### config.mk
export PLATFORM = sky130hd
export DESIGN_NAME = per_source_flood_counter_core
export DESIGN_NICKNAME = d
export VERILOG_FILES = /design/src/hw/rtl/fsc_pkg.sv /design/src/hw/rtl/fsc_ram.sv /design/src/hw/rtl/fsc_cam.sv /design/src/hw/rtl/fsc_seq.sv /design/src/hw/rtl/per_source_flood_counter_core.sv
export SDC_FILE = /design/constraint.sdc
export NUM_CORES = 2
export LEC_CHECK = 0
export BUFFER_PORTS_ARGS = -buffer_cell sky130_fd_sc_hd__buf_2
export CAP_MARGIN = 10
export CORE_UTILIZATION = 44
export CTS_BUF_LIST = sky130_fd_sc_hd__clkbuf_2
export DETAILED_ROUTE_END_ITERATION = 6
export SYNTH_ARGS = -nofsm -noshare
export SYNTH_HDL_FRONTEND = slang
export SYNTH_HIERARCHICAL = 1
export SYNTH_SLANG_ARGS = --single-unit
### constraint.sdc
create_clock -name clk -period 10.77 [get_ports clk]
set_clock_uncertainty 0.2 [all_clocks]
set_input_delay 2.154 -clock clk [delete_from_list [all_inputs] [get_ports clk]]
set_output_delay 2.154 -clock clk [all_outputs]
set_load 0.005 [all_outputs]
### src/hw/rtl/fsc_pkg.sv
`default_nettype none

package fsc_pkg;

  // table geometry
  localparam int TABLE_ENTRIES = 32;
  localparam int COUNT_WIDTH   = 16;
  localparam int SLOT_W = (TABLE_ENTRIES > 1) ? $clog2(TABLE_ENTRIES) : 1;
  localparam int STEP_W = $clog2(TABLE_ENTRIES + 1);

  // field widths
  localparam int KIND_W       = 16;
  localparam int PROTO_W      = 8;
  localparam int FLAG_W       = 8;
  localparam int ICMP_W       = 8;
  localparam int ADDR_W       = 32;
  localparam int LIMIT_W      = 16;
  localparam int OUT_COUNT_W  = 16;
  localparam int ALERT_KIND_W = 2;
  localparam int CMP_W = (COUNT_WIDTH > LIMIT_W) ? COUNT_WIDTH : LIMIT_W;

  // register port
  localparam int PADDR_W = 3;
  localparam int PDATA_W = 32;
  localparam logic [LIMIT_W-1:0] LIMIT_RESET = 16'd100;

  localparam logic [COUNT_WIDTH-1:0] COUNT_MAX = '1;

  // header codes
  localparam logic [KIND_W-1:0]  IPV4_KIND     = 16'h0800;
  localparam logic [PROTO_W-1:0] TCP_PROTO     = 8'd6;
  localparam logic [PROTO_W-1:0] ICMP_PROTO    = 8'd1;
  localparam logic [FLAG_W-1:0]  TH_SYN        = 8'h02;
  localparam logic [ICMP_W-1:0]  ECHO_REQ_KIND = 8'd8;

  typedef enum logic [ALERT_KIND_W-1:0] {
    ALERT_SYN  = 2'd0,
    ALERT_ICMP = 2'd1,
    ALERT_DROP = 2'd2
  } alert_kind_t;

  typedef enum logic {
    REG_SYN_LIMIT  = 1'b0,
    REG_ECHO_LIMIT = 1'b1
  } reg_idx_t;

  typedef enum logic [2:0] {
    ST_IDLE,
    ST_LOOK,
    ST_BUMP,
    ST_SWEEP,
    ST_FLUSH
  } seq_state_t;

  typedef struct packed {
    logic              hit;
    logic [SLOT_W-1:0] hit_slot;
    logic              has_free;
    logic [SLOT_W-1:0] free_slot;
  } cam_look_t;

  typedef struct packed {
    logic              en;
    logic [SLOT_W-1:0] slot;
    logic [ADDR_W-1:0] addr;
  } cam_alloc_t;

  typedef struct packed {
    logic                   we;
    logic [SLOT_W-1:0]      waddr;
    logic [COUNT_WIDTH-1:0] wdata;
    logic [SLOT_W-1:0]      raddr;
  } ram_req_t;

  function automatic logic [COUNT_WIDTH-1:0] bump(input logic [COUNT_WIDTH-1:0] v);
    if (v == COUNT_MAX) begin
      return v;
    end
    return COUNT_WIDTH'(v + 1'b1);
  endfunction

  function automatic logic [OUT_COUNT_W-1:0] sat_out(input logic [COUNT_WIDTH-1:0] v);
    if (CMP_W'(v) > CMP_W'({OUT_COUNT_W{1'b1}})) begin
      return '1;
    end
    return OUT_COUNT_W'(v);
  endfunction

endpackage

`default_nettype wire

### src/hw/rtl/fsc_ram.sv
`default_nettype none

module fsc_ram #(
  parameter int DEPTH = 32,
  parameter int WIDTH = 16,
  parameter int AW    = 5
) (
  input  wire logic             clk,
  input  wire logic             we,
  input  wire logic [AW-1:0]    waddr,
  input  wire logic [WIDTH-1:0] wdata,
  input  wire logic [AW-1:0]    raddr,
  output logic      [WIDTH-1:0] rdata
);

  logic [WIDTH-1:0] mem [DEPTH];

  always_ff @(posedge clk) begin
    if (we) begin
      mem[waddr] <= wdata;
    end
  end

  always_ff @(posedge clk) begin
    rdata <= mem[raddr];
  end

endmodule

`default_nettype wire

### src/hw/rtl/fsc_cam.sv
`default_nettype none

module fsc_cam (
  input  wire logic                          clk,
  input  wire logic                          rst,
  input  wire logic [fsc_pkg::ADDR_W-1:0]    key,
  input  wire fsc_pkg::cam_alloc_t           alloc,
  input  wire logic [fsc_pkg::SLOT_W-1:0]    rd_slot,
  output fsc_pkg::cam_look_t                 look,
  output logic                               rd_used,
  output logic      [fsc_pkg::ADDR_W-1:0]    rd_addr
);

  import fsc_pkg::*;

  logic [ADDR_W-1:0]        slot_addr [TABLE_ENTRIES];
  logic [TABLE_ENTRIES-1:0] slot_used;

  always_ff @(posedge clk) begin
    if (rst) begin
      slot_used <= '0;
    end else if (alloc.en) begin
      slot_used[alloc.slot] <= 1'b1;
    end
  end

  always_ff @(posedge clk) begin
    if (alloc.en) begin
      slot_addr[alloc.slot] <= alloc.addr;
    end
  end

  // parallel compare, lowest slot wins
  always_comb begin
    look = '0;
    for (int i = TABLE_ENTRIES - 1; i >= 0; i--) begin
      if (slot_used[i]) begin
        if (slot_addr[i] == key) begin
          look.hit      = 1'b1;
          look.hit_slot = SLOT_W'(i);
        end
      end else begin
        look.has_free  = 1'b1;
        look.free_slot = SLOT_W'(i);
      end
    end
  end

  assign rd_used = slot_used[rd_slot];
  assign rd_addr = slot_addr[rd_slot];

endmodule

`default_nettype wire

### src/hw/rtl/fsc_seq.sv
`default_nettype none

module fsc_seq (
  input  wire logic                              clk,
  input  wire logic                              rst,
  input  wire logic                              start,
  output logic                                   busy,
  input  wire logic                              command,
  input  wire logic [fsc_pkg::KIND_W-1:0]        ether_kind,
  input  wire logic [fsc_pkg::PROTO_W-1:0]       ip_proto,
  input  wire logic [fsc_pkg::FLAG_W-1:0]        tcp_flag_bits,
  input  wire logic [fsc_pkg::ICMP_W-1:0]        icmp_kind,
  input  wire logic [fsc_pkg::ADDR_W-1:0]        source_addr,
  input  wire logic [fsc_pkg::LIMIT_W-1:0]       syn_limit,
  input  wire logic [fsc_pkg::LIMIT_W-1:0]       echo_limit,
  output logic                                   alert_strobe,
  output logic      [fsc_pkg::ALERT_KIND_W-1:0]  alert_kind,
  output logic      [fsc_pkg::ADDR_W-1:0]        alert_addr,
  output logic      [fsc_pkg::OUT_COUNT_W-1:0]   alert_count,
  output logic                                   last_alert,
  output logic      [fsc_pkg::ADDR_W-1:0]        cam_key,
  output fsc_pkg::cam_alloc_t                    cam_alloc,
  output logic      [fsc_pkg::SLOT_W-1:0]        cam_rd_slot,
  input  wire fsc_pkg::cam_look_t                cam_look,
  input  wire logic                              cam_rd_used,
  input  wire logic [fsc_pkg::ADDR_W-1:0]        cam_rd_addr,
  output fsc_pkg::ram_req_t                      syn_req,
  input  wire logic [fsc_pkg::COUNT_WIDTH-1:0]   syn_rdata,
  output fsc_pkg::ram_req_t                      echo_req,
  input  wire logic [fsc_pkg::COUNT_WIDTH-1:0]   echo_rdata
);

  import fsc_pkg::*;

  seq_state_t state, state_next;

  logic [ADDR_W-1:0] src, src_next;
  logic              is_syn, is_syn_next;
  logic [SLOT_W-1:0] slot, slot_next;
  logic [STEP_W-1:0] step, step_next;
  logic              pass, pass_next;

  logic                   pend_valid, pend_valid_next;
  alert_kind_t            pend_kind, pend_kind_next;
  logic [ADDR_W-1:0]      pend_addr, pend_addr_next;
  logic [OUT_COUNT_W-1:0] pend_count, pend_count_next;

  logic                   alert_strobe_next;
  alert_kind_t            out_kind, out_kind_next;
  logic [ADDR_W-1:0]      alert_addr_next;
  logic [OUT_COUNT_W-1:0] alert_count_next;
  logic                   last_alert_next;

  logic                   pkt_syn, pkt_echo;
  logic                   issue, eval, fire;
  logic [STEP_W-1:0]      step_m1;
  logic [SLOT_W-1:0]      ev_slot;
  logic [COUNT_WIDTH-1:0] tally;
  logic [LIMIT_W-1:0]     limit;

  assign pkt_syn  = (ether_kind == IPV4_KIND) && (ip_proto == TCP_PROTO) &&
                    ((tcp_flag_bits & TH_SYN) != '0);
  assign pkt_echo = (ether_kind == IPV4_KIND) && (ip_proto == ICMP_PROTO) &&
                    (icmp_kind == ECHO_REQ_KIND);

  // sweep: read slot step, judge it in the following cycle as slot step-1
  assign issue   = step < STEP_W'(TABLE_ENTRIES);
  assign eval    = step != '0;
  assign step_m1 = STEP_W'(step - 1'b1);
  assign ev_slot = step_m1[SLOT_W-1:0];
  assign tally   = pass ? echo_rdata : syn_rdata;
  assign limit   = pass ? echo_limit : syn_limit;
  assign fire    = eval && cam_rd_used && (CMP_W'(tally) > CMP_W'(limit));

  assign busy        = state != ST_IDLE;
  assign cam_key     = src;
  assign cam_rd_slot = ev_slot;
  assign alert_kind  = out_kind;

  always_ff @(posedge clk) begin
    if (rst) begin
      state        <= ST_IDLE;
      pend_valid   <= 1'b0;
      alert_strobe <= 1'b0;
    end else begin
      state        <= state_next;
      pend_valid   <= pend_valid_next;
      alert_strobe <= alert_strobe_next;
    end
  end

  always_ff @(posedge clk) begin
    src         <= src_next;
    is_syn      <= is_syn_next;
    slot        <= slot_next;
    step        <= step_next;
    pass        <= pass_next;
    pend_kind   <= pend_kind_next;
    pend_addr   <= pend_addr_next;
    pend_count  <= pend_count_next;
    out_kind    <= out_kind_next;
    alert_addr  <= alert_addr_next;
    alert_count <= alert_count_next;
    last_alert  <= last_alert_next;
  end

  always_comb begin
    state_next        = state;
    src_next          = src;
    is_syn_next       = is_syn;
    slot_next         = slot;
    step_next         = step;
    pass_next         = pass;
    pend_valid_next   = pend_valid;
    pend_kind_next    = pend_kind;
    pend_addr_next    = pend_addr;
    pend_count_next   = pend_count;
    alert_strobe_next = 1'b0;
    out_kind_next     = out_kind;
    alert_addr_next   = alert_addr;
    alert_count_next  = alert_count;
    last_alert_next   = last_alert;
    cam_alloc         = '0;
    syn_req           = '0;
    echo_req          = '0;

    case (state)
      ST_IDLE: begin
        if (start) begin
          if (command) begin
            step_next  = '0;
            pass_next  = 1'b0;
            state_next = ST_SWEEP;
          end else if (pkt_syn || pkt_echo) begin
            src_next    = source_addr;
            is_syn_next = pkt_syn;
            state_next  = ST_LOOK;
          end
        end
      end

      ST_LOOK: begin
        if (cam_look.hit) begin
          slot_next      = cam_look.hit_slot;
          syn_req.raddr  = cam_look.hit_slot;
          echo_req.raddr = cam_look.hit_slot;
          state_next     = ST_BUMP;
        end else if (cam_look.has_free) begin
          // new source: tallies start at zero plus this packet
          cam_alloc.en   = 1'b1;
          cam_alloc.slot = cam_look.free_slot;
          cam_alloc.addr = src;
          syn_req.we     = 1'b1;
          syn_req.waddr  = cam_look.free_slot;
          syn_req.wdata  = COUNT_WIDTH'(is_syn);
          echo_req.we    = 1'b1;
          echo_req.waddr = cam_look.free_slot;
          echo_req.wdata = COUNT_WIDTH'(!is_syn);
          state_next     = ST_IDLE;
        end else begin
          alert_strobe_next = 1'b1;
          out_kind_next     = ALERT_DROP;
          alert_addr_next   = src;
          alert_count_next  = '0;
          last_alert_next   = 1'b1;
          state_next        = ST_IDLE;
        end
      end

      ST_BUMP: begin
        if (is_syn) begin
          syn_req.we    = 1'b1;
          syn_req.waddr = slot;
          syn_req.wdata = bump(syn_rdata);
        end else begin
          echo_req.we    = 1'b1;
          echo_req.waddr = slot;
          echo_req.wdata = bump(echo_rdata);
        end
        state_next = ST_IDLE;
      end

      ST_SWEEP: begin
        if (issue) begin
          syn_req.raddr  = step[SLOT_W-1:0];
          echo_req.raddr = step[SLOT_W-1:0];
        end
        if (fire) begin
          if (pass) begin
            echo_req.we    = 1'b1;
            echo_req.waddr = ev_slot;
            echo_req.wdata = '0;
          end else begin
            syn_req.we    = 1'b1;
            syn_req.waddr = ev_slot;
            syn_req.wdata = '0;
          end
          // older alert goes out, new one waits to learn if it is the last
          if (pend_valid) begin
            alert_strobe_next = 1'b1;
            out_kind_next     = pend_kind;
            alert_addr_next   = pend_addr;
            alert_count_next  = pend_count;
            last_alert_next   = 1'b0;
          end
          pend_valid_next = 1'b1;
          pend_kind_next  = pass ? ALERT_ICMP : ALERT_SYN;
          pend_addr_next  = cam_rd_addr;
          pend_count_next = sat_out(tally);
        end
        if (issue) begin
          step_next = STEP_W'(step + 1'b1);
        end else if (!pass) begin
          pass_next = 1'b1;
          step_next = '0;
        end else begin
          state_next = ST_FLUSH;
        end
      end

      ST_FLUSH: begin
        if (pend_valid) begin
          alert_strobe_next = 1'b1;
          out_kind_next     = pend_kind;
          alert_addr_next   = pend_addr;
          alert_count_next  = pend_count;
          last_alert_next   = 1'b1;
        end
        pend_valid_next = 1'b0;
        state_next      = ST_IDLE;
      end

      default: begin
        state_next = ST_IDLE;
      end
    endcase
  end

endmodule

`default_nettype wire

### src/hw/rtl/per_source_flood_counter_core.sv
// per-source flood counter: an item is a packet summary (command 0) or a sweep
// tick (command 1), taken on a clock edge with start high and busy low. ipv4
// tcp packets with syn set bump the source's syn tally, icmp echo requests its
// echo tally; tallies saturate. sources sit in a 32-slot fully associative
// table filled lowest free slot first and never freed. a packet that is not
// counted is taken with busy staying low; a new source holds busy through a
// lookup, a known source through a lookup and then a read-modify-write on the
// registered-read tally memories. a new source meeting a full table gives one
// drop result, in the cycle after the lookup. a tick walks the table twice,
// syn tallies then echo tallies, one slot a cycle through the tally memory
// read port, clearing each tally it reports; busy stays high through both
// walks and a final flush. results come out with a one-cycle alert_strobe and
// cannot be held off: catch them when they appear. last_alert marks the final
// result of an item; a quiet tick gives none. syn_limit (byte address 0) and
// echo_limit (byte address 4) reset to 100 and are to be written over the apb
// port by the user only while busy is low; the block does not enforce it.
`default_nettype none

module per_source_flood_counter_core (
  input  wire logic                              clk,
  input  wire logic                              rst,
  // item port
  input  wire logic                              start,
  output logic                                   busy,
  input  wire logic                              command,
  input  wire logic [fsc_pkg::KIND_W-1:0]        ether_kind,
  input  wire logic [fsc_pkg::PROTO_W-1:0]       ip_proto,
  input  wire logic [fsc_pkg::FLAG_W-1:0]        tcp_flag_bits,
  input  wire logic [fsc_pkg::ICMP_W-1:0]        icmp_kind,
  input  wire logic [fsc_pkg::ADDR_W-1:0]        source_addr,
  // result port
  output logic                                   alert_strobe,
  output logic      [fsc_pkg::ALERT_KIND_W-1:0]  alert_kind,
  output logic      [fsc_pkg::ADDR_W-1:0]        alert_addr,
  output logic      [fsc_pkg::OUT_COUNT_W-1:0]   alert_count,
  output logic                                   last_alert,
  // register port
  input  wire logic                              psel,
  input  wire logic                              penable,
  input  wire logic                              pwrite,
  input  wire logic [fsc_pkg::PADDR_W-1:0]       paddr,
  input  wire logic [fsc_pkg::PDATA_W-1:0]       pwdata,
  output logic      [fsc_pkg::PDATA_W-1:0]       prdata,
  output logic                                   pready
);

  import fsc_pkg::*;

  logic [LIMIT_W-1:0] syn_limit;
  logic [LIMIT_W-1:0] echo_limit;
  logic               cfg_write;

  // word index sits on the top address bit
  assign pready    = 1'b1;
  assign cfg_write = psel && penable && pwrite && pready;

  always_ff @(posedge clk) begin
    if (rst) begin
      syn_limit  <= LIMIT_RESET;
      echo_limit <= LIMIT_RESET;
    end else if (cfg_write) begin
      case (paddr[PADDR_W-1])
        REG_SYN_LIMIT:  syn_limit  <= pwdata[LIMIT_W-1:0];
        REG_ECHO_LIMIT: echo_limit <= pwdata[LIMIT_W-1:0];
        default: ;
      endcase
    end
  end

  always_comb begin
    case (paddr[PADDR_W-1])
      REG_SYN_LIMIT:  prdata = PDATA_W'(syn_limit);
      REG_ECHO_LIMIT: prdata = PDATA_W'(echo_limit);
      default:        prdata = '0;
    endcase
  end

  // table of source addresses with used bits
  logic [ADDR_W-1:0]      cam_key;
  cam_alloc_t             cam_alloc;
  logic [SLOT_W-1:0]      cam_rd_slot;
  cam_look_t              cam_look;
  logic                   cam_rd_used;
  logic [ADDR_W-1:0]      cam_rd_addr;

  // tally memories
  ram_req_t               syn_req;
  ram_req_t               echo_req;
  logic [COUNT_WIDTH-1:0] syn_rdata;
  logic [COUNT_WIDTH-1:0] echo_rdata;

  fsc_cam u_cam (
    .clk     (clk),
    .rst     (rst),
    .key     (cam_key),
    .alloc   (cam_alloc),
    .rd_slot (cam_rd_slot),
    .look    (cam_look),
    .rd_used (cam_rd_used),
    .rd_addr (cam_rd_addr)
  );

  fsc_ram #(
    .DEPTH (TABLE_ENTRIES),
    .WIDTH (COUNT_WIDTH),
    .AW    (SLOT_W)
  ) u_syn_ram (
    .clk   (clk),
    .we    (syn_req.we),
    .waddr (syn_req.waddr),
    .wdata (syn_req.wdata),
    .raddr (syn_req.raddr),
    .rdata (syn_rdata)
  );

  fsc_ram #(
    .DEPTH (TABLE_ENTRIES),
    .WIDTH (COUNT_WIDTH),
    .AW    (SLOT_W)
  ) u_echo_ram (
    .clk   (clk),
    .we    (echo_req.we),
    .waddr (echo_req.waddr),
    .wdata (echo_req.wdata),
    .raddr (echo_req.raddr),
    .rdata (echo_rdata)
  );

  // control: lookup, read-modify-write, sweep and result staging
  fsc_seq u_seq (
    .clk           (clk),
    .rst           (rst),
    .start         (start),
    .busy          (busy),
    .command       (command),
    .ether_kind    (ether_kind),
    .ip_proto      (ip_proto),
    .tcp_flag_bits (tcp_flag_bits),
    .icmp_kind     (icmp_kind),
    .source_addr   (source_addr),
    .syn_limit     (syn_limit),
    .echo_limit    (echo_limit),
    .alert_strobe  (alert_strobe),
    .alert_kind    (alert_kind),
    .alert_addr    (alert_addr),
    .alert_count   (alert_count),
    .last_alert    (last_alert),
    .cam_key       (cam_key),
    .cam_alloc     (cam_alloc),
    .cam_rd_slot   (cam_rd_slot),
    .cam_look      (cam_look),
    .cam_rd_used   (cam_rd_used),
    .cam_rd_addr   (cam_rd_addr),
    .syn_req       (syn_req),
    .syn_rdata     (syn_rdata),
    .echo_req      (echo_req),
    .echo_rdata    (echo_rdata)
  );

endmodule

`default_nettype wire

# After elaboration in Yosys (flattened, before gate mapping)
# Memory sizes are Yosys's and may differ from the RTL's. A register that Yosys moved wholly into a read port is not among the register bits.
# Cells that the tools add are included.
dict set report word_totals {
  output_inout_bits 86
  reg_bits 183
  word_cells 301
  n_memories 3
  ram_bits 2048
}
dict set report classes {
  add_sub_neg 4
  n_eq_ne 53
  reduce_logical 28
  order_cmp 6
  mux 187
  bitwise 3
}
# name words width rd rd_ports_with_merged_regs wr line_no
set memory_table {}
lappend memory_table {u_cam.slot_addr 32 32 33 1 1 fsc_cam.sv:16} ;# logic [ADDR_W-1:0] slot_addr [TABLE_ENTRIES];
lappend memory_table {u_echo_ram.mem 32 16 1 1 1 fsc_ram.sv:16} ;# logic [WIDTH-1:0] mem [DEPTH];
lappend memory_table {u_syn_ram.mem 32 16 1 1 1 fsc_ram.sv:16}
# op count
set ops {}
lappend ops {{32-bit == test} 32}
lappend ops {{6-bit 2-to-1 mux} 100}
lappend ops {{22-bit 2-to-1 mux} 10}
lappend ops {{16-bit 2-to-1 mux} 12}
lappend ops {{22-bit one-hot mux with 3 select lines} 2}
lappend ops {{32-bit 2-to-1 mux} 4}
lappend ops {{38-bit 2-to-1 mux} 3}
lappend ops {{32-bit one-hot mux with 3 select lines} 1}
lappend ops {{32-bit one-hot mux with 2 select lines} 1}
lappend ops {{16-bit one-hot mux with 3 select lines} 1}
lappend ops {{16-bit by 1-bit adder with 16-bit output, second input constant} 2}
lappend ops {{16-bit == test, second input constant} 2}
lappend ops {{32-bit OR} 1}
lappend ops {{1-bit 2-to-1 mux} 31}
lappend ops {{4-bit AND reduction} 5}
lappend ops {{16-bit by 12-bit == test with 1-bit output, second input constant} 1}
lappend ops {{16-bit greater-than comparator} 1}
lappend ops {{16-bit greater-than comparator, second input constant} 1}
lappend ops {{3-bit 2-to-1 mux} 5}
lappend ops {{5-bit by 6-bit less-than comparator with 1-bit output, second input constant} 2}
lappend ops {{6-bit one-hot mux with 2 select lines} 1}
lappend ops {{2-bit 2-to-1 mux} 5}
lappend ops {{5-bit 2-to-1 mux} 2}
lappend ops {{2-bit inequality test, second input constant} 5}
lappend ops {{30 further kinds} 51}

# Logic depth before layout (Yosys ltp)
# An unclocked memory read counts as a cell.
dict set report depth {
  word_depth 73
  depth_mapped 25
}

# By module
# The synthesis kept the hierarchy.
# mod cells_each area_per_inst_um2 n_inst seq_area_each_um2
set modules_own_cells {}
lappend modules_own_cells {fsc_cam 3272 52913.2 1 31390.1}
lappend modules_own_cells {{fsc_ram at u_syn_ram} 1143 20535.9 1 15695.1}
lappend modules_own_cells {{fsc_ram at u_echo_ram} 1143 20534.7 1 15695.1}
lappend modules_own_cells {fsc_seq 621 7634.8 1 4454.3}
lappend modules_own_cells {per_source_flood_counter_core 161 1669.1 1 640.6}

# Worst setup path after synthesis
# Ideal clock, no wire load.
dict set report synth_path {
  kind {register to register}
  startpoint {register u_seq.src[15], in the netlist u_seq/cam_key[15]}
  endpoint {memory u_cam.slot_addr[28][0], enable pin}
  stages_incl_launch_ff 19
  setup_ps 423
  required_ps 10147
  path_slack_ps 5212
  n_path_buf 4
  t_arrival_ps 4935
  synth_period_minus_slack_ps 5558
  path_cell_list {edfxtp_1 buf_2 buf_4 xnor2_1 nand4_1 nor4_1 nand4_1 or4_1 nand4_1 nor3_1 and2_1 nand2_1 nand4b_1 inv_1 clkbuf_1 and2_1 or3b_2 clkbuf_1 nor2_1}
}
# item line_no
set synth_lines {}
lappend synth_lines {{from (decl)} fsc_seq.sv:37} ;# logic [ADDR_W-1:0] src, src_next;
lappend synth_lines {{from (signal assigned)} fsc_seq.sv:93} ;# src <= src_next;
lappend synth_lines {{to (decl)} fsc_cam.sv:16}

==> results.ini <==
[global_routing]
grt_pass1_wl_um = 463400
maximum_number_of_pins_on_one_net_before_global_route_repair = 129
grtUsageMet1_pct = 37.07
first_global_vias = 61931
remaining_global_route_overflow = 0
grt_antenna_before_repair = 31
top_usage_layer = met2
grtUsageMet2_pct = 42.82
met3_usage_pct = 6.571
gr-usage-all-layers_pct = 27.86

[final_layout]
mostFrequentLayoutCell = edfxtp_1
final_cell_area_um2 = 113100
layout.cells.non_filler = 10547
drive_gt1_share_pct = 25.36
design.final.nets = 7117
final_cell_mix = 2193 x edfxtp_1, 874 x clkbuf_2, 811 x xnor2_1, 579 x mux2i_1, 330 x mux4_2
area.growth.synth_to_final_pct = 9.512
layout.core_utilization_pct = 48.55

[setup_path]
worstPathCellList = buf_4 > xor2_1 > nor4_1 > nand4_1 > or4_1 > nand2_1 > nor3_1 > nor3b_1 > nand2_1 > nand4b_1 > inv_1 > and2_1 > nand3b_1 > nor2_4 > buf_4
timing.critical_path.from_type = register
reg2reg_slack_ns = 1.92
startpoint = u_seq/cam_key[9]$_DFFE_PP_
crit_path_max_fanout = 31
timing.reg2reg.worst_path_depth = 15
crit_slowest_cell = nor2_4
worst-setup-path-type = register to register
crit_family = simple AND/OR/NAND/NOR gates
crit_path_end = u_cam/slot_addr[25][6]$_DFFE_PP_
timing.critical_path.to_type = register
reg2reg_to = u_cam/slot_addr[25][6]$_DFFE_PP_
path_buf_inv = 3
crit-reg2reg-launch = u_seq/cam_key[9]$_DFFE_PP_
critical_path_cell_count = 15
cpPeakStageDelay_ns = 1.28
critical_path_data_required_time_ns = 12.13
critical_path_arrival_ns = 10.20

[floorplanning]
core_area_um2 = 233000
ioPinCount = 200
num_rows = 177
die-height_um = 486.5
fp.dieW_um = 486.5
dieArea_um2 = 236700
initial_standard_cell_utilization_of_the_core_pct = 44.33

[outcome]
outcome = finished, final reports clean

[logic_synthesis]
postSynthRegisterBits = 2294
synth-main-ff-cell = edfxtp_1
yosysSeqAreaShare_pct = 65.71
synth-async-reset-ratio_pct = 0
yosys.cell_types.count = 80
postSynthCellCount = 6340
synth.cell_area_um2 = 103300
syn-mean-instance-area_um2 = 16.29
yosysWarningCount = 6
synth-edff-count = 2193

[place]
detailed_place_hpwl_um = 221600
place_worst_setup_slack_ns = 2.533
placedInstanceArea_um2 = 107800
final_weighted_congestion_of_routability_driven_global_placement = 0.9825
io_buffers = 157
dp.cells = 9486

[sta]
final_max_slew_viol_count = 0
setup_slack_ns = 1.924
worst_slew_pin_slew_ns = 1.345
finalHoldViolations = 0
post-route-min-period_ns = 8.846
timing.hold.ws_ns = 0.2210
rsz0062_at_grt = no
slew_headroom_pct = 10.35
fin_crit_sh_pct = 82.14
clock.fmax_ghz = 0.1130
final_count_of_negative_setup_slack_endpoints = 0
total_neg_setup_slack_ns = 0

[clocking]
max-clock-path-buffers = 4
post_cts.resized_instances = 0
h-tree-depth = 6
tritoncts = built
clock_sinks = 2294
clk_latency_ns = 1.99
clk_pin_slew_worst_paths_ns = 0.09
root_buffer = clkbuf_2
cts_inserted_buffers = 607

[hold_path]
min-delay-start = source_addr[15]
min-delay-path-class = input pin to register

[drt]
routedWlPerCell_um = 31.68
drt_first_iter_violations = 7538
detail-route-antenna-nets = 0
num_vias = 62668
detail_route.drc_violations = 0
via_per_inst = 5.942
drt-total-wl_um = 334100
detail_route.first_pass.iterations = 6

[run]
timing.max_cap.violations = 0

[pwr]
cellPowerDensity_nw_per_um2 = 142.8
report.power.total_mw = 16.15
cellLeakagePower_nw = 36.96
power.ir.vdd_worst_v = 0.00008524

[power by group]
part / leakage (nW) / total [mW] / switching, mW / internal, mW
Sequential: 21.9 / 9.70 / 0.0179 / 9.68
Clock: 3.99 / 5.85 / 3.60 / 2.25
Combinational: 11.1 / 0.604 / 0.392 / 0.212
[cell type report]
type	count	area, um2
Tap cell	3132	3919
Timing Repair Buffer	420	2905
Sequential cell	2294	67880
Clock inverter	153	724.4
Fill cell	20155	119900
Inverter	38	161.4
Clock buffer	874	4374
Multi-Input combinational cell	3622	33120
Antenna cell	14	35.03
[metal layers]
metal	wire length, um	vias to the layer above	share of wire, %
met1	131700	32349	39
met2	153200	3502	46
met5	85	-	0.025
li1	-	26185	-
met4	16590	14	5.0
met3	32560	618	9.7
[sequential cells by signal, indices dropped and copies added (netlist names), 3 cells and up]
register           cells
u_seq/alert_count     16
u_seq/pend_count      16
u_cam/slot_addr     1024
u_cam/slot_used       32
echo_limit            16
u_seq/step             6
u_echo_ram/rdata      16
u_echo_ram/mem       512
syn_limit             16
u_syn_ram/mem        512
u_syn_ram/rdata       16
u_seq/slot             5
u_seq/cam_key         32
u_seq/pend_addr       32
u_seq/state            3
u_seq/alert_addr      32
[cells in the mapped netlist (all sizes together), types with 12 or more instances]
library cell | number | area [um2]
nand2 | 134 | 513.0
and3 | 12 | 75.07
xor2 | 227 | 1988
a21oi | 97 | 489.2
nand3 | 135 | 680.7
nor4 | 92 | 606.8
dfxtp | 101 | 2022
buf | 304 | 2340
mux2 | 94 | 1059
mux2i | 579 | 5796
o21ai | 39 | 195.2
nand4 | 245 | 1539
clkbuf | 97 | 364.1
a31oi | 44 | 290.3
mux4 | 330 | 7432
xnor2 | 811 | 7103
or4 | 18 | 138.9
nand3b | 15 | 112.6
nand2b | 47 | 294.0
inv | 37 | 138.9
a22oi | 129 | 968.4
and2 | 44 | 275.3
nor3 | 76 | 385.4
edfxtp | 2193 | 65850
nor2b | 13 | 81.33
ha | 20 | 250.2
nor2 | 248 | 945.9
a22o | 65 | 569.3
[how the worst min path moves through the flow]
stage                                    to  cells after the start  slack [ns]
6_report        u_seq/cam_key[15]$_DFFE_PP_                      1        0.22
2_1_floorplan  u_seq/pend_kind[0]$_DFFE_PP_                      0        0.22
5_1_grt         u_seq/cam_key[15]$_DFFE_PP_                      1        0.09
3_3_place_gp      syn_limit[1]$_SDFFE_PP0P_                      2        0.27
3_5_place_dp    echo_limit[10]$_SDFFE_PP0P_                      2        0.28
4_1_cts         u_seq/cam_key[27]$_DFFE_PP_                      1       0.005
[kinds of logic after synthesis]
family | count (synthesis) | synth area share (%)
DFF | 2294 | 65.71
and+or+nand+nor | 1124 | 5.827
xor gates and xnor gates | 1038 | 8.802
muxes | 1003 | 13.83
buffers and inverters | 439 | 2.756
AOI/OAI and AO/OA | 420 | 2.820
adders and majority gates | 20 | 0.2423
other | 2 | 0.007271
[what timing repair did]
action,CTS,global route
buffers inserted,0,0
hold buffers,17,0
endpoints found under the hold margin,17,0
No activity file was read; power rests on OpenSTA's default activity.
